## src/design/sfga_ram.sv

```systemverilog
// generic single write port ram with registered read
module sfga_ram #(
  parameter int WIDTH = 32,
  parameter int DEPTH = 64
) (
  input  logic                     clk,
  input  logic                     we,
  input  logic [$clog2(DEPTH)-1:0] waddr,
  input  logic [WIDTH-1:0]         wdata,
  input  logic [$clog2(DEPTH)-1:0] raddr,
  output logic [WIDTH-1:0]         rdata
);
  logic [WIDTH-1:0] mem [DEPTH];

  always_ff @(posedge clk) begin
    if (we) begin
      mem[waddr] <= wdata;
    end
    rdata <= mem[raddr];
  end
endmodule

```

## config.mk

```make
export PLATFORM = sky130hd
export DESIGN_NAME = sfga_ram
export DESIGN_NICKNAME = d
export VERILOG_FILES = /design/src/design/sfga_ram.sv
export SDC_FILE = /design/constraint.sdc
export NUM_CORES = 2
export LEC_CHECK = 0
export BUFFER_PORTS_ARGS = -buffer_cell sky130_fd_sc_hd__buf_2
export CORE_ASPECT_RATIO = 1.2
export CORE_MARGIN = 3
export CORE_UTILIZATION = 46
export CTS_CLUSTER_DIAMETER = 200
export DETAILED_ROUTE_END_ITERATION = 6
export PLACE_DENSITY = 0.58
export SLEW_MARGIN = 10
export SYNTH_ARGS = -nofsm -noshare
export SYNTH_HDL_FRONTEND = slang
export SYNTH_SLANG_ARGS = --single-unit
```

## constraint.sdc

```tcl
create_clock -name clk -period 4.12 [get_ports clk]
set_input_delay 0.412 -clock clk [delete_from_list [all_inputs] [get_ports clk]]
set_output_delay 0.412 -clock clk [all_outputs]
set_load 0.05 [all_outputs]
```

# Word-level counts from Yosys, hierarchy flattened

Memories as Yosys holds them, arrays and structs flattened. A register that Yosys moved wholly into a read port is not among the register bits.
Index checks and enable logic that the tools add are counted.

Bits in registers: 0
Latch bits: 0
RAM bits: 2,048
Memory bits (read-only): 0
Logic and storage cells: 3
Memories: 1

Add/subtract/negate cells: 0
$mul: 0
Div/mod/pow operators: 0
Order comparisons: 0
Equality and inequality tests: 0
Shifts and indexed selects: 0
Muxes and demuxes: 2
Bitwise logic cells: 0
Reduce and logical (&&, ||, !) cells: 0

Memories:

| memory | words | width | read ports | clocked after Yosys merged registers in | write ports | line | RTL |
|---|---|---|---|---|---|---|---|
| mem    | 64    | 32    | 1          | 1                                       | 1           | 13   | `logic [WIDTH-1:0] mem [DEPTH];` |

Operators with widths:

| cell             | count |
|---|---|
| 2-to-1 mux 1 bit | 2 |

# Logic depth before layout (Yosys ltp)

Depth in word-level cells: 2
Gate-level depth with buffers: 10
Mapped depth without buffers: 5

# Worst setup path before layout

No wires, ideal clock.

Path kind: input -> register
From: in waddr[3]
To: mem mem[48][0] (enable)
Library setup time: 0.461 ns
Data arrival time: 3.111 ns
Path slack: 0.548 ns
Stages on the path: 4
Cell sequence: clkbuf_1 > nor2b_1 > nand4b_1 > nor3_1

RTL lines:

| item            | line | RTL |
|---|---|---|
| start, declared | 8    | `input logic [$clog2(DEPTH)-1:0] waddr,` |
| end, declared   | 13   |  |

Straight into the memory's write port.

==> key figures <==
Global route
  • GRT Residual Overflow: 0
  • Pin count of the biggest net entering global routing: 75
  • Total GRT Usage: between 20 and 25%
  • Number of global-route vias before repair: slightly below 40000
  • Initial antenna violation count: 21
  • First-pass GRT wire length: around 300 mm

Drt
  • Via-per-instance ratio: between 6 and 7
  • Drt total wl: approximately 210 mm
  • Via count: approximately 38000
  • Antenna Violating Nets Remaining: 0
  • DR iter-0 viols: roughly 4500
  • Pre-antenna DRT Iters: 5
  • Drt drc: 0
  • DR WL/cell: about 35 um

Cells and area
  • Layout Nets: 3666
  • Area Overhead vs Synth: 14.2%
  • Share of layout cells above drive strength 1: 31.2%

Pwr
  • Worst VDD drop: between 0.3 and 0.4 mV
  • Static Leak: around 0.028 uW
  • Total power: between 40000 and 50000 uW
  • Cell area power density: between 400 and 500 mW/mm^2

Place
  • Port buffer count: 77
  • Placer Congestion: between 0.8 and 0.9
  • Post-detail-place hpwl: about 120 mm

Worst setup path
  • CP cell instances: buf_8 -> buf_12 -> buf_4 -> mux4_2 -> mux4_2 -> o22ai_1 -> nor2_1
  • Crit Path Max Fanout: 26
  • Most common cell on crit path: mux4_2
  • Worst setup EP type: flop
  • Worst Path Arrival: 3.35 ns
  • Req. time, crit path: 4.75 ns
  • Worst setup path class: in2reg
  • CP max stage delay: ~0.58 ns
  • Crit path buf inv count: 3
  • Family with the most delay on the worst path: multiplexers
  • Startpoint Class: primary input
  • Slowest cell on crit path: o22ai_1

CTS
  • Setup bufs post-CTS: 0
  • Hold_buf cts: 1
  • Worst-Skew Late Latency: 0.84 ns
  • Sink Count: about 2100
  • CTS tree: done
  • CTS Root Buffer Type: clkbuf_16
  • Total CTS buffers: around 200
  • Clock transition at path regs: around 0.060 ns
  • Max Buffers Root-to-Sink: 3
  • CTS H-tree depth: 4
  • Post-cts resize count: 0

Logic synthesis
  • Area contributors post-synth: edfxtp_1 (78%), mux4_2 (16%), mux2i_1 (1.2%)
  • Primary FF master, synth: edfxtp_1
  • Syn_area_per_cell: about 24 um^2
  • Sequential fraction of the synthesis area: 79.1%
  • Synth top area share: 78.3%
  • Top cells by count, synth: edfxtp_1 (2048), mux4_2 (544), nor2_1 (137)
  • Mapped Area: 0.0785 mm^2
  • Post-Syn Nets: roughly 3400
  • Area leader, netlist: edfxtp_1
  • Async SR Flop Fraction: 0%
  • Yosys warning count: 0
  • Synth Register Bits: ~2100
  • Synth unique cells: 34
  • EDFF count, synth: 2048
  • Most numerous cell in the Yosys netlist: edfxtp_1
  • Cells after Synth: between 3000 and 4000

STA
  • Final setup viols: 0
  • Clk_skew: approximately 0.043 ns
  • Worst slew margin: between 10% and 20%
  • RSZ-0062 raised after global routing: false
  • F_max: 0.367 GHz
  • Max Slew Vio Count: 0
  • Worst-margin pin slew: 1.25 ns
  • Crit share post-route: 66.1%
  • Setup_tns: 0 ns
  • Period minus WS final: between 2 and 3 ns
  • Final hold violations: 0

Die
  • Die W: about 380 um
  • Core area: 0.169 mm^2
  • Die area: 0.176 mm^2
  • Chip height: roughly 460 um
  • Site row count: ~170
  • Initial Util: 46.4%
  • I/O pin total: 78

Run status
  • Status: finished, final reports clean

Run
  • Max Cap Violations: 0

Min path
  • Hold crit path type: in2reg
[worst paths after layout]
check,slack [ns],cells after the start,endpoint,from
min reg2reg,0.81,4,rdata[20],mem[13][20]
max,1.40,7,rdata[14],raddr[0]
max reg2reg,1.68,4,rdata[14],mem[60][14]
min,0.07,1,mem[20][15],wdata[15]
[state kept, by name, indices dropped and copies added, names as in the netlist]
name	count
rdata	32
mem	2048
[cells in the final DEF (no fill, tap or decap), types with 5 or more instances in the layout]
master     Yosys  final
a21oi_1       62     62
clkbuf_8       0     11
clkinv_2       0     43
clkbuf_16      0    196
nand2b_1       8      7
buf_12         0     26
inv_6          0      5
o221ai_1      27     27
edfxtp_1    2048   2048
a311oi_1       8      8
buf_2         57     72
nor2b_1       15     15
buf_4         25    179
o22ai_1       84     84
clkinv_1       0     32
clkbuf_1      74     47
dfxtp_1       32     32
a22oi_1       12     12
mux4_2       544    544
nand2_1       26     26
nor2_1       137     75
nor3_1         7      5
nand3b_1       5      5
mux2i_1       93     93
diode_2        0     16
nor2_4         0     62
nand3_1        5      5
bufinv_16      0     21
[power breakdown]
group	switching [uW]	total (uW)	internal (uW)	leakage, uW
Clock	7750	18100	10300	0.00317
Combinational	1560	2390	826	0.00612
Sequential	107	23500	23400	0.0187
[metal layers]
metal  global-route usage (%)  up-vias  routed length, um
li1                         -    14900                  -
met4                     7.72        6               6370
met1                     33.6    20700              83700
met2                     40.6     1674             107000
met3                     4.77      314              17300
met5                        0        -                 45
[kinds of logic (layout without fill, tap and decap cells)]
kind of cell	Yosys count	in the layout	share of synthesized area [%]
AND/OR/NAND/NOR	223	223	1.27
AO/OA/AOI/OAI	202	202	1.67
buffers and inverters	182	646	1.13
flip-flops	2080	2080	79.1
other	0	16	0
multiplexers	637	637	16.8
[layout make-up]
| cell class | count | area [um^2] |
|---|---|---|
| Multi-Input combinational cell | 1062 | 16000 |
| Antenna cell | 16 | 40.0 |
| Clock inverter | 111 | 1200 |
| Timing Repair Buffer | 281 | 2280 |
| Sequential cell | 2080 | 62100 |
| Clock buffer | 254 | 5230 |
| Fill cell | 12800 | 79400 |
| Tap cell | 2254 | 2820 |
[through the flow]
stage	cell area, um^2	cells	setup slack, ns	hold slack [ns]	util, %
final	89700	6058	1.40	0.0747	53.0
after global routing	89600	6044	1.39	0.0508	53.0
after CTS	89600	6042	1.39	0.0217	53.0
after detailed placement	83200	5676	0.488	0.815	49.2
after global placement	83200	5676	0.476	0.787	49.2
after floorplan	78500	3324	0.548	0.511	-
(Power assumes the default switching activity.)
