`config.mk`:
```
export PLATFORM = sky130hd
export DESIGN_NAME = sfga_div
export DESIGN_NICKNAME = d
export VERILOG_FILES = /design/src/design/sfga_pkg.sv /design/src/design/sfga_div.sv
export SDC_FILE = /design/constraint.sdc
export NUM_CORES = 1
export LEC_CHECK = 0
export BUFFER_PORTS_ARGS = -buffer_cell sky130_fd_sc_hd__buf_2
export CAP_MARGIN = 20
export CORE_MARGIN = 10
export CORE_UTILIZATION = 42
export DETAILED_ROUTE_END_ITERATION = 10
export PLACE_DENSITY = 0.68
export SLEW_MARGIN = 20
export SYNTH_ARGS = -nofsm -noshare
export SYNTH_HDL_FRONTEND = slang
export SYNTH_SLANG_ARGS = --single-unit
```
`constraint.sdc`:
```
create_clock -name clk -period 3.3 [get_ports clk]
set_input_delay 0.66 -clock clk [delete_from_list [all_inputs] [get_ports clk]]
set_output_delay 0.66 -clock clk [all_outputs]
set_load 0.02 [all_outputs]
```
`src/design/sfga_pkg.sv`:
```
// shared types, constants and sine table for the structure factor accumulator
package sfga_pkg;

  localparam int SINE_BITS = 12;
  localparam int TAB_SH    = 16 - SINE_BITS;
  localparam int QTAB_N    = (1 << (SINE_BITS - 2)) + 1;
  localparam int QTAB_AW   = SINE_BITS - 1;
  localparam int TIDX_W    = SINE_BITS - 2;
  localparam int ACC_DEPTH = 64;
  localparam int ACC_AW    = 6;
  localparam int ACC_W     = 32;
  localparam int MAG_W     = 64;
  localparam int POWER_W   = 60;
  localparam logic [MAG_W-1:0] POWER_MAX = 64'h0FFF_FFFF_FFFF_FFFF;

  typedef logic [14:0] qtab_t [QTAB_N];

  typedef enum logic [2:0] {
    ST_IDLE,
    ST_ACC,
    ST_DRAIN,
    ST_RD,
    ST_SQ,
    ST_SUM,
    ST_DIV,
    ST_OUT
  } state_t;

  function automatic logic [14:0] quarter_sine(longint unsigned t);
    longint unsigned theta;
    longint unsigned th2;
    longint unsigned term;
    longint unsigned s;
    longint unsigned q;
    theta = (t * 64'd6746518852) >> 16;
    th2 = (theta * theta) >> 30;
    term = 64'd1073741824;
    term = 64'd1073741824 - ((th2 * term) >> 30) / 64'd110;
    term = 64'd1073741824 - ((th2 * term) >> 30) / 64'd72;
    term = 64'd1073741824 - ((th2 * term) >> 30) / 64'd42;
    term = 64'd1073741824 - ((th2 * term) >> 30) / 64'd20;
    term = 64'd1073741824 - ((th2 * term) >> 30) / 64'd6;
    s = (theta * term) >> 30;
    q = (s + 64'd16384) >> 15;
    if (q > 64'd32767) begin
      q = 64'd32767;
    end
    return q[14:0];
  endfunction

  function automatic qtab_t build_qtab();
    qtab_t tab;
    for (int k = 0; k < QTAB_N; k++) begin
      tab[k] = quarter_sine(longint'(k) << TAB_SH);
    end
    return tab;
  endfunction

  localparam qtab_t SINE_QTAB = build_qtab();

endpackage

```
`src/design/sfga_div.sv`:
```
// restoring divider, one quotient bit per cycle
module sfga_div #(
  parameter int DEN_W = 13
) (
  input  logic                       clk,
  input  logic                       rst_n,
  input  logic                       start,
  input  logic [sfga_pkg::MAG_W-1:0] num,
  input  logic [DEN_W-1:0]           den,
  output logic                       done,
  output logic [sfga_pkg::MAG_W-1:0] quo
);
  import sfga_pkg::*;

  localparam int CW = $clog2(MAG_W);

  logic [DEN_W-1:0] rem_r;
  logic [MAG_W-1:0] quo_r;
  logic [CW-1:0]    cnt_r;
  logic             busy_r;
  logic             done_r;
  logic [DEN_W:0]   trial;
  logic [DEN_W:0]   diff;
  logic             take;

  assign trial = {rem_r, quo_r[MAG_W-1]};
  assign diff  = trial - {1'b0, den};
  assign take  = trial >= {1'b0, den};

  always_ff @(posedge clk) begin
    if (!rst_n) begin
      busy_r <= 1'b0;
      done_r <= 1'b0;
      cnt_r  <= '0;
    end else begin
      done_r <= 1'b0;
      if (start) begin
        busy_r <= 1'b1;
        cnt_r  <= '0;
      end else if (busy_r) begin
        cnt_r <= cnt_r + 1'b1;
        if (cnt_r == CW'(MAG_W - 1)) begin
          busy_r <= 1'b0;
          done_r <= 1'b1;
        end
      end
    end
  end

  always_ff @(posedge clk) begin
    if (start) begin
      rem_r <= '0;
      quo_r <= num;
    end else if (busy_r) begin
      rem_r <= take ? diff[DEN_W-1:0] : trial[DEN_W-1:0];
      quo_r <= {quo_r[MAG_W-2:0], take};
    end
  end

  assign done = done_r;
  assign quo  = quo_r;
endmodule

```
# Word-level counts from Yosys, hierarchy flattened

Cells that the tools add are included.

Output and inout bits: 65
Bits in registers: 85

Multiplexer cells: 7
Eq/ne operators: 1
Bitwise logic cells: 2
Add/sub/neg operators: 2
Reduce and logical (&&, ||, !) cells: 3
Magnitude comparators: 1

Operators by type and width:

| cell                                                           | count |
|---|---|
| 64-bit 2-to-1 mux                                              | 2 |
| 14-bit by 13-bit greater-or-equal comparator with 1-bit output | 1 |
| 13-bit 2-to-1 mux                                              | 1 |
| 13-bit subtractor                                              | 1 |
| 6-bit by 1-bit adder with 6-bit output, second input constant  | 1 |
| 6-bit == test, second input constant                           | 1 |
| 1-bit 2-to-1 mux                                               | 4 |
| 3-bit OR reduction                                             | 1 |
| 1-bit NOT                                                      | 2 |
| 2-bit nonzero test                                             | 1 |
| 2-bit OR reduction                                             | 1 |

# Depth between registers and ports, before layout

Gate-level depths: netlist of the first run.

Word-level depth: 4
Gate-level depth with buffers: 10

# Worst setup path after synthesis of the first run

No wires, ideal clock.

Kind: input to register
Start point: input start
End point: register quo_r[0] (netlist: quo[0]) (enable)
Arrival: 2.435 ns
Path buffers: 1
Setup slack: 0.441 ns
Stages on the path: 3
Cell sequence: clkbuf_1 clkinv_1 nand2_1

Cells in the longest elaborated chain, start to end: 1

Ends and longest elaborated chain:

| what                                | RTL line       | text |
|---|---|---|
| start: declaration                  | sfga_div.sv:7  | `input logic start,` |
| 2-bit nonzero test (no source line) | --             |  |
| end signal: assignment              | sfga_div.sv:53 | `quo_r <= num;` |
| end signal: assignment              | sfga_div.sv:56 | `quo_r <= {quo_r[MAG_W-2:0], take};` |
| end: declaration                    | sfga_div.sv:18 | `logic [MAG_W-1:0] quo_r;` |

Every way passes these cells.
A chain may end at the register's enable or synchronous reset.

# Worst setup path in the final report of the first run

Start point: register quo_r[63] (netlist: quo[63])
End point: register rem_r[1]

Cells in the longest elaborated chain, start to end: 2
Elaborated cells on any way between the ends: 3

Ends and longest elaborated chain:

| what                                                                                                       | RTL line                       | text |
|---|---|---|
| 13-bit subtractor / 14-bit by 13-bit greater-or-equal comparator with 1-bit output (equally long branches) | sfga_div.sv:27, sfga_div.sv:28 |  |
| 13-bit 2-to-1 mux *                                                                                        | sfga_div.sv:55                 | `rem_r <= take ? diff[DEN_W-1:0] : trial[DEN_W-1:0];` |
| end signal: assignment                                                                                     | sfga_div.sv:55                 |  |
| end: declaration                                                                                           | sfga_div.sv:17                 | `logic [DEN_W-1:0] rem_r;` |

Mark *: on every way between the ends. The rest lies on a longest branch, timed or not.

==> results of run 1 <==
[layout by cell type, fill, tap and decap left out, types with 2 or more instances in the layout]
master	instances
nor2b_1	4
buf_2	144
nand2_1	21
a31o_2	2
or3_1	2
o21ai_1	3
and3_2	2
clkbuf_8	9
edfxtp_1	64
xnor2_1	6
a21o_2	2
xor2_1	3
a31oi_1	2
o21a_1	3
nand2b_1	6
clkinvlp_4	2
a311oi_2	2
nor2_1	23
nand4_1	4
ha_1	14
and3_1	4
o21ai_0	10
mux2i_1	4
buf_12	2
dfxtp_1	21
a211oi_1	5
o22ai_1	2
mux2_2	64
a21oi_1	12
nor3_1	4
nand3_1	7
a311oi_1	5
inv_1	16
clkinv_4	2
a21o_1	3
[registers in the layout, summed over array words and instances (netlist names)]
register,count
busy_r,1
cnt_r,6
done,1
quo,64
rem_r,13
[critical path, stage by stage (launching register included)]
cell and delay [ps]:
edfxtp_1 350, inv_1 80, ha_1 220, fa_1 410, nor2b_1 200, o21ai_1 120, nand3_1 170, a21oi_4 140
or4_2 580, o311ai_2 90
[worst min-delay path by stage]
| stage | to | slack [ps] |
|---|---|---|
| global placement | cnt_r[5] | 470 |
| detailed placement | rem_r[12] | 500 |
| finish | cnt_r[5] | 510 |
| floorplan | cnt_r[5] | 450 |
| CTS | rem_r[12] | 510 |
| global route | rem_r[12] | 540 |
[metal layers]
layer  GRT usage  vias up
met1       0.157     1532
met2       0.220       94
met5           0        -
met3      0.0569       12
met4      0.0365        0
li1            -     1606
[power groups by stage]
stage | logic [mW] | registers [mW] | clock network [mW]
3_3_place_gp | 0.631 | 1.35 | 0
3_5_place_dp | 0.641 | 1.35 | 0
2_1_floorplan | 0.329 | 1.46 | 0
5_1_grt | 0.691 | 1.34 | 0.799
6_report | 0.639 | 1.33 | 0.734
4_1_cts | 0.643 | 1.33 | 0.765
[cell families (layout without fill, tap and decap cells)]
group | Yosys count | after routing | share of synthesized area
AO/OA/AOI/OAI | 62 | 62 | 0.103
AND/OR/NAND/NOR | 80 | 80 | 0.0867
multiplexers | 68 | 68 | 0.174
buffers and inverters | 34 | 180 | 0.0378
flip-flops | 85 | 85 | 0.536
adder cells (fa/ha/maj) | 15 | 15 | 0.0446
XOR/XNOR | 9 | 9 | 0.0180
[Yosys cell counts, types with 4 or more instances]
cell type	count
and3_1	4
inv_1	16
mux2i_1	4
nor2b_1	4
a311oi_1	5
nor2_1	23
nand4_1	4
nand2b_1	6
a211oi_1	5
nor3_1	4
o21ai_0	10
buf_1	5
mux2_2	64
xnor2_1	6
nand2_1	22
edfxtp_1	64
nand3_1	7
dfxtp_1	21
clkbuf_1	4
a21oi_1	12
buf_2	4
ha_1	14
[area by class of cell]
type,count,area share
multi-input cells,234,0.345
clock buffers,10,0.0236
flip-flops and latches,85,0.433
clock inverters,6,0.0132
inverters,17,0.0118
well taps,136,0.0314
repair buffers,147,0.142
==> flow_metrics.py, run 1 <==
metrics = {
    "status": {
        "status": "finished clean",
    },
    "layout": {
        "syn_to_final_growth_pct": 23.7,
        "final_util": 0.529,
        "drive_gt1_frac": 0.481,
        "multi_input_area_sq_um": 1870,
        "regArea_sq_um": 2340,
        "antenna_cells": 0,
        "final.fill_count": 913,
        "fin_area_sq_um": 5410,
        "num-nets-final": 589,
        "stdcell_count": 635,
    },
    "drt": {
        "wl_um": 10800,
        "dr.first_iter.drc_count": 194,
        "dr.max_layer_used": "met4",
        "dr.pass1.iters": 4,
        "antenna_left": 0,
        "wl_met2_um": 5470,
        "wl_met3_um": 861,
        "drc": 0,
        "vias_per_cell": 5.11,
        "route.vias.total": 3244,
        "post_drt_wl_per_cell_um": 17.0,
        "met1_length_um": 4320,
    },
    "min_path": {
        "hold_path.class": "reg2reg",
        "min_path_cells": 2,
        "hold_start": "cnt_r[5]",
    },
    "yosys": {
        "synth_top_cell_by_area": "edfxtp_1",
        "avgSynthCellArea_sq_um": 12.4,
        "netlist_area_sq_um": 4370,
        "syn-num-nets": 448,
        "synth_edf_count": 64,
        "yosys_warnings": 0,
        "synth.distinct_cells": 50,
        "seq_area_frac_synth": 0.536,
        "ys_async_sr_fraction": 0,
        "synth_top_area_share": 0.439,
        "synthTopCellsByArea": "edfxtp_1 (44%), mux2_2 (16%), dfxtp_1 (9.6%)",
        "synth_seq_cells": 85,
        "synth_cells": 353,
        "synth_ff_type": "edfxtp_1",
    },
    "die": {
        "placementRows": 37,
        "pin_count": 145,
        "start_util": 0.427,
        "coreArea_sq_um": 10200,
        "die-area_sq_um": 14900,
        "die_w_um": 122,
        "die_y_um": 122,
    },
    "cts": {
        "cts_tree": "done",
        "cts_sinks": 85,
        "cts_resized": 0,
        "cts-root-buf": "clkbuf_8",
        "ctsLongestPathBuffers": 2,
        "cts-htree-levels": 3,
        "clkTransAtPathRegs_ps": 90,
        "insertion_delay_ps": 350,
        "numCtsBuffers": 9,
        "cts_setup_buffers": 0,
        "cts_hold_buf": 0,
    },
    "sta": {
        "tightestPinTransition_ps": 406,
        "hold_slack_ps": 507,
        "rsz0062_at_grt": "false",
        "setup_viol": 0,
        "post-route-worst-setup-slack_ps": 862,
        "relSlewSlack": 0.729,
        "max_freq_mhz": 410,
        "drv_slew": 0,
        "post-route-period-util": 0.739,
        "skew_ps": 11.0,
        "final_hold_viol_count": 0,
        "period_minus_slack_ps": 2440,
        "setup_tns_ps": 0,
    },
    "setup_path": {
        "r2r_slack_ps": 860,
        "crit_required_ps": 3560,
        "crit_arrival_ps": 2690,
        "worstSetupPathType": "reg2reg",
        "timing.reg2reg.worst_path_depth": 9,
        "timing.rr.end": "rem_r[1]",
        "critPathMaxFanout": 14,
        "end_kind": "flip-flop",
        "start_kind": "flip-flop",
        "r2r-start": "quo[63]",
        "cp-endpoint": "rem_r[1]",
        "timing.critical_path.from": "quo[63]",
    },
    "power_and_ir_drop": {
        "power.internal_mw": 1.90,
        "vdd_ir_drop_max_mv": 0.316,
        "leakage_nw": 2.29,
        "p_switching_mw": 0.804,
        "swShare": 0.298,
        "power_frac_seq": 0.492,
        "clock_power_share": 0.272,
        "total_power_mw": 2.70,
        "p_per_area_nw_per_um2": 499,
        "combPwrFrac": 0.236,
    },
    "grt": {
        "overflow": 0,
        "grt_start_max_net_pins": 78,
        "antenna_found_initial": 0,
        "grt_pass1_wl_um": 16100,
        "grt_pass1_vias": 3223,
        "grt_usage": 0.134,
    },
    "placement": {
        "postPlaceCellArea_sq_um": 5210,
        "globalplace.congestion": 0.861,
        "post-place-ws_ps": 540,
        "dp_hpwl_um": 8180,
        "port-buffer-count": 144,
        "dp.cells": 619,
    },
    "job": {
        "maxCapViolations": 0,
    },
}
Note: power is estimated with default switching activity, not from simulation.
==> run 2, diff against run 1 <==
PLACE_DENSITY = 0.71   (was 0.68)
clock period = 2.2 ns   (was 3.3 ns; I/O delays follow)
==> flow_metrics.py, run 2 (synthesized netlist as in run 1, its figures left out) <==
metrics = {
    "min_path": {
        "hold_path.class": "in2reg",
    },
    "sta": {
        "skew_ps": 14.6,
        "post-route-period-util": 0.969,
        "period_minus_slack_ps": 2130,
        "setup_viol": 0,
        "drv_slew": 0,
        "tightestPinTransition_ps": 351,
        "rsz0062_at_grt": "true",
        "max_freq_mhz": 469,
        "hold_slack_ps": 325,
        "final_hold_viol_count": 0,
        "relSlewSlack": 0.766,
    },
    "placement": {
        "dp_hpwl_um": 8690,
        "postPlaceCellArea_sq_um": 5470,
        "port-buffer-count": 144,
        "globalplace.congestion": 0.844,
    },
    "cts": {
        "cts_hold_buf": 0,
        "cts_resized": 0,
        "ctsLongestPathBuffers": 2,
        "cts_sinks": 85,
        "cts_tree": "done",
        "cts-root-buf": "clkbuf_8",
        "cts-htree-levels": 3,
        "cts_setup_buffers": 0,
        "clkTransAtPathRegs_ps": 100,
        "numCtsBuffers": 9,
        "insertion_delay_ps": 340,
    },
    "drt": {
        "dr.first_iter.drc_count": 194,
        "drc": 0,
        "antenna_left": 0,
        "vias_per_cell": 5.07,
        "dr.pass1.iters": 4,
        "post_drt_wl_per_cell_um": 16.9,
        "wl_um": 11200,
        "route.vias.total": 3368,
    },
    "die": {
        "die_y_um": 122,
        "placementRows": 37,
        "die-area_sq_um": 14900,
        "die_w_um": 122,
        "coreArea_sq_um": 10200,
        "pin_count": 145,
        "start_util": 0.427,
    },
    "layout": {
        "final_cell_mix": "buf_2 (144), edfxtp_1 (64), mux2_2 (63)",
        "regArea_sq_um": 2340,
        "final.fill_count": 877,
        "largest_reg_flops": 64,
        "antenna_cells": 0,
        "syn_to_final_growth_pct": 30.9,
        "multi_input_area_sq_um": 1980,
        "layout.cells.most_common": "buf_2",
        "num-nets-final": 618,
        "drive_gt1_frac": 0.544,
        "fin_area_sq_um": 5730,
    },
    "grt": {
        "overflow": 0,
        "grt_pass1_vias": 3515,
        "antenna_found_initial": 0,
        "grt_start_max_net_pins": 62,
        "grt_pass1_wl_um": 17300,
        "grt_usage": 0.143,
    },
    "power_and_ir_drop": {
        "vdd_ir_drop_max_mv": 0.364,
        "leakage_nw": 2.46,
        "p_per_area_nw_per_um2": 720,
    },
    "job": {
        "maxCapViolations": 0,
    },
    "setup_path": {
        "r2r_slack_ps": 70,
        "crit_required_ps": 2440,
        "crit_arrival_ps": 2370,
        "critPathMaxStageDelay_ps": 380,
        "worstSetupPathType": "reg2reg",
        "cp_slowest_cell": "edfxtp_1",
        "critPathMaxFanout": 3,
        "crit_path_cell_trace": "inv_2 > ha_4 > fa_2 > nand2b_1 > a21oi_2 > o21ai_2 > o31ai_1 > o21ai_0 > a311oi_1",
        "end_kind": "flip-flop",
        "start_kind": "flip-flop",
    },
    "status": {
        "status": "finished clean",
    },
}
## run 2: cell count changes in the layout (fill, tap and decap cells not counted), sizes merged
cell,previous run,this run
buf,147,176
bufinv,1,0
clkinv,3,4
clkinvlp,2,0
inv,17,19
## run 2: final cells by class
| class | count | area share |
|---|---|---|
| flip-flops and latches | 85 | 0.409 |
| multi-input cells | 234 | 0.345 |
| repair buffers | 176 | 0.173 |
| well taps | 136 | 0.0297 |
| clock buffers | 10 | 0.0223 |
| inverters | 17 | 0.0111 |
| clock inverters | 6 | 0.00962 |
## run 2: stage by stage
step	utilization	cells	total power, mW	setup WS [ps]	TNS [ps]
3_3_place_gp	0.535	648	3.06	-54.8	-234
6_report	0.560	664	4.12	68.1	0
3_5_place_dp	0.535	648	3.09	-95.0	-753
4_1_cts	0.553	664	4.14	39.0	0
5_1_grt	0.560	664	4.33	-37.1	-55.3
2_1_floorplan	-	353	2.70	-12.7	-12.7
## run 2: report_power, final
| part | switching [mW] | internal, mW |
|---|---|---|
| registers | 0.0870 | 1.91 |
| logic | 0.585 | 0.493 |
| clock network | 0.612 | 0.434 |
## run 2: worst paths after layout
check	start	to	cells after the start
min	rst_n	busy_r	2
max reg2reg	quo[63]	rem_r[12]	9
min reg2reg	cnt_r[5]	cnt_r[5]	2
max	quo[63]	rem_r[12]	9
## run 2: worst max-delay path: cells and delay by family (launching register included)
| kind | cells | cell delay [ps] |
|---|---|---|
| flops | 1 | 380 |
| buf+inv | 1 | 60 |
| compound gates | 5 | 880 |
| simple gates | 1 | 190 |
| fa+ha+maj | 2 | 530 |
## run 2: layer usage
layer  vias up  track usage  routed length, um
li1       1667            -                  -
met1      1592        0.160               4450
met2       101        0.258               5960
met3         8       0.0384                690
met4         0       0.0395                111
met5         -            0                  0
==> run 3, diff against run 2 <==
ABC_AREA = 1   (was not set)
PLACE_DENSITY = 0.7   (was 0.71)
==> flow_metrics.py, run 3 <==
metrics = {
    "status": {
        "status": "finished clean",
    },
    "drt": {
        "wl_um": 12500,
        "post_drt_wl_per_cell_um": 14.3,
        "dr.pass1.iters": 5,
        "antenna_left": 0,
        "dr.first_iter.drc_count": 274,
        "route.vias.total": 4192,
        "drc": 0,
        "vias_per_cell": 4.82,
    },
    "sta": {
        "setup_viol": 0,
        "rsz0062_at_grt": "false",
        "period_minus_slack_ps": 1980,
        "max_freq_mhz": 506,
        "setup_tns_ps": 0,
        "final_hold_viol_count": 0,
        "post-route-worst-setup-slack_ps": 223,
        "skew_ps": 8.75,
        "relSlewSlack": 0.443,
        "post-route-period-util": 0.899,
        "tightestPinTransition_ps": 832,
        "drv_slew": 0,
    },
    "layout": {
        "antenna_cells": 0,
        "final_cell_mix": "nand2_1 (295), buf_2 (144), edfxtp_1 (64)",
        "stdcell_count": 870,
        "fin_area_sq_um": 5640,
        "multi_input_area_sq_um": 1890,
        "regArea_sq_um": 2340,
        "final.fill_count": 1058,
        "syn_to_final_growth_pct": 23.1,
        "largest_reg_flops": 64,
        "layout.cells.most_common": "nand2_1",
        "num-nets-final": 820,
        "drive_gt1_frac": 0.259,
    },
    "setup_path": {
        "cp_slowest_cell": "fa_1",
        "crit_arrival_ps": 2220,
        "critPathMaxFanout": 3,
        "end_kind": "flip-flop",
        "crit_family": "adder cells",
        "path_buf_inv": 2,
        "critPathMaxStageDelay_ps": 410,
        "start_kind": "flip-flop",
        "crit_path_cell_trace": "inv_1 > ha_1 > fa_1 > inv_1 > nand3_1 > nand3_1 > nand2_1 > nand2_1 > xor2_1 > nand2_1 > nand3_1 > nand2_1",
        "crit_required_ps": 2440,
        "crit_top_cell": "nand2_1",
        "worstSetupPathType": "reg2reg",
        "r2r-start": "quo[63]",
        "timing.critical_path.from": "quo[63]",
    },
    "die": {
        "pin_count": 145,
        "coreArea_sq_um": 10700,
        "die-area_sq_um": 15500,
        "die_y_um": 124,
        "die_w_um": 124,
        "placementRows": 38,
        "start_util": 0.426,
    },
    "min_path": {
        "hold_start": "rst_n",
        "hold_path.class": "in2reg",
    },
    "grt": {
        "grt_usage": 0.160,
        "grt_pass1_wl_um": 20800,
        "antenna_found_initial": 1,
        "grt_start_max_net_pins": 51,
        "overflow": 0,
        "grt_pass1_vias": 4260,
    },
    "placement": {
        "dp_hpwl_um": 9790,
        "globalplace.congestion": 0.877,
        "port-buffer-count": 144,
        "dp.cells": 854,
        "postPlaceCellArea_sq_um": 5480,
        "post-place-ws_ps": 146,
    },
    "cts": {
        "cts-root-buf": "clkbuf_8",
        "ctsLongestPathBuffers": 2,
        "numCtsBuffers": 9,
        "cts_sinks": 85,
        "cts_tree": "done",
        "cts_resized": 0,
        "clkTransAtPathRegs_ps": 80,
        "cts_setup_buffers": 0,
        "insertion_delay_ps": 350,
        "cts_hold_buf": 0,
        "cts-htree-levels": 3,
    },
    "yosys": {
        "synth_top_cell_by_area": "edfxtp_1",
        "synth.distinct_cells": 30,
        "yosys_warnings": 0,
        "yosys-top-cells-count": "nand2_1 (295), edfxtp_1 (64), inv_1 (63)",
        "yosysMostFrequentCell": "nand2_1",
        "avgSynthCellArea_sq_um": 7.88,
        "netlist_area_sq_um": 4580,
        "synth_ff_type": "edfxtp_1",
        "ys_async_sr_fraction": 0,
        "synth_top_area_share": 0.420,
        "synth_seq_cells": 85,
        "synth_edf_count": 64,
        "synth_cells": 581,
        "seq_area_frac_synth": 0.511,
        "synthTopCellsByArea": "edfxtp_1 (42%), nand2_1 (24%), dfxtp_1 (9.2%)",
        "syn-num-nets": 676,
    },
    "power_and_ir_drop": {
        "swShare": 0.298,
        "leakage_nw": 3.01,
        "p_per_area_nw_per_um2": 635,
        "power_frac_seq": 0.547,
        "total_power_mw": 3.58,
        "combPwrFrac": 0.190,
        "p_switching_mw": 1.07,
        "vdd_ir_drop_max_mv": 0.518,
        "power.internal_mw": 2.52,
        "clock_power_share": 0.263,
    },
    "job": {
        "maxCapViolations": 0,
    },
}
==> run 3: changes by cell type in the layout (fill, tap and decap cells not counted), moves of 6 or more <==
cell and delta:
mux2_2 -63, nand4_1 +13, a311oi_2 -6, buf_4 -22, nand2_1 +274, nand3_1 +21, inv_1 +47, nand2b_1 -6
o21ai_0 -9, nor2_1 -8, inv_2 +7
==> run 3: final cells by class <==
type,instances,share of cell area
Clock inverter,6,0.00533
Multi-Input combinational cell,406,0.335
Clock buffer,10,0.0226
Sequential cell,85,0.415
Timing Repair Buffer,153,0.144
Inverter,70,0.0466
Tap cell,140,0.0311
==> run 3: routing by layer <==
metal / wire length, um / track usage
met2: 5850 / 0.261
met1: 5170 / 0.183
met4: 148 / 0.0487
met3: 1300 / 0.0732
met5: 0 / 0
==> run 3: tightest hold or removal path, cell delays in order <==
cell      delay (ps)
buf_2             90
o211ai_1          80
inv_1             50
==> run 3: final timing paths <==
path | end | cells after the start | slack [ps]
worst max-delay path | rem_r[8] | 12 | 220
worst min-delay path | busy_r | 3 | 320
worst max register to register | rem_r[8] | 12 | 220
worst min register to register | rem_r[10] | 2 | 480
==> run 3: cell families after synthesis <==
family | Yosys count | synth area share
compound gates | 10 | 0.0139
xor+xnor | 6 | 0.0115
fa+ha+maj | 15 | 0.0426
buf+inv | 90 | 0.0765
flops | 85 | 0.511
simple gates | 375 | 0.344
==> run 3: power by group through the flow <==
stage / logic [mW] / clock network (mW) / registers (mW)
after floorplan: 0.250 / 0 / 2.14
after global placement: 0.682 / 0 / 1.99
after detailed placement: 0.691 / 0 / 1.99
after CTS: 0.692 / 0.974 / 1.96
after global routing: 0.755 / 1.04 / 1.98
final: 0.682 / 0.941 / 1.96
==> run 3: through the flow <==
step / hold slack [ps] / utilization
2_1_floorplan: 444 / -
3_3_place_gp: 458 / 0.510
3_5_place_dp: 468 / 0.510
4_1_cts: 305 / 0.525
5_1_grt: 328 / 0.525
6_report: 322 / 0.525
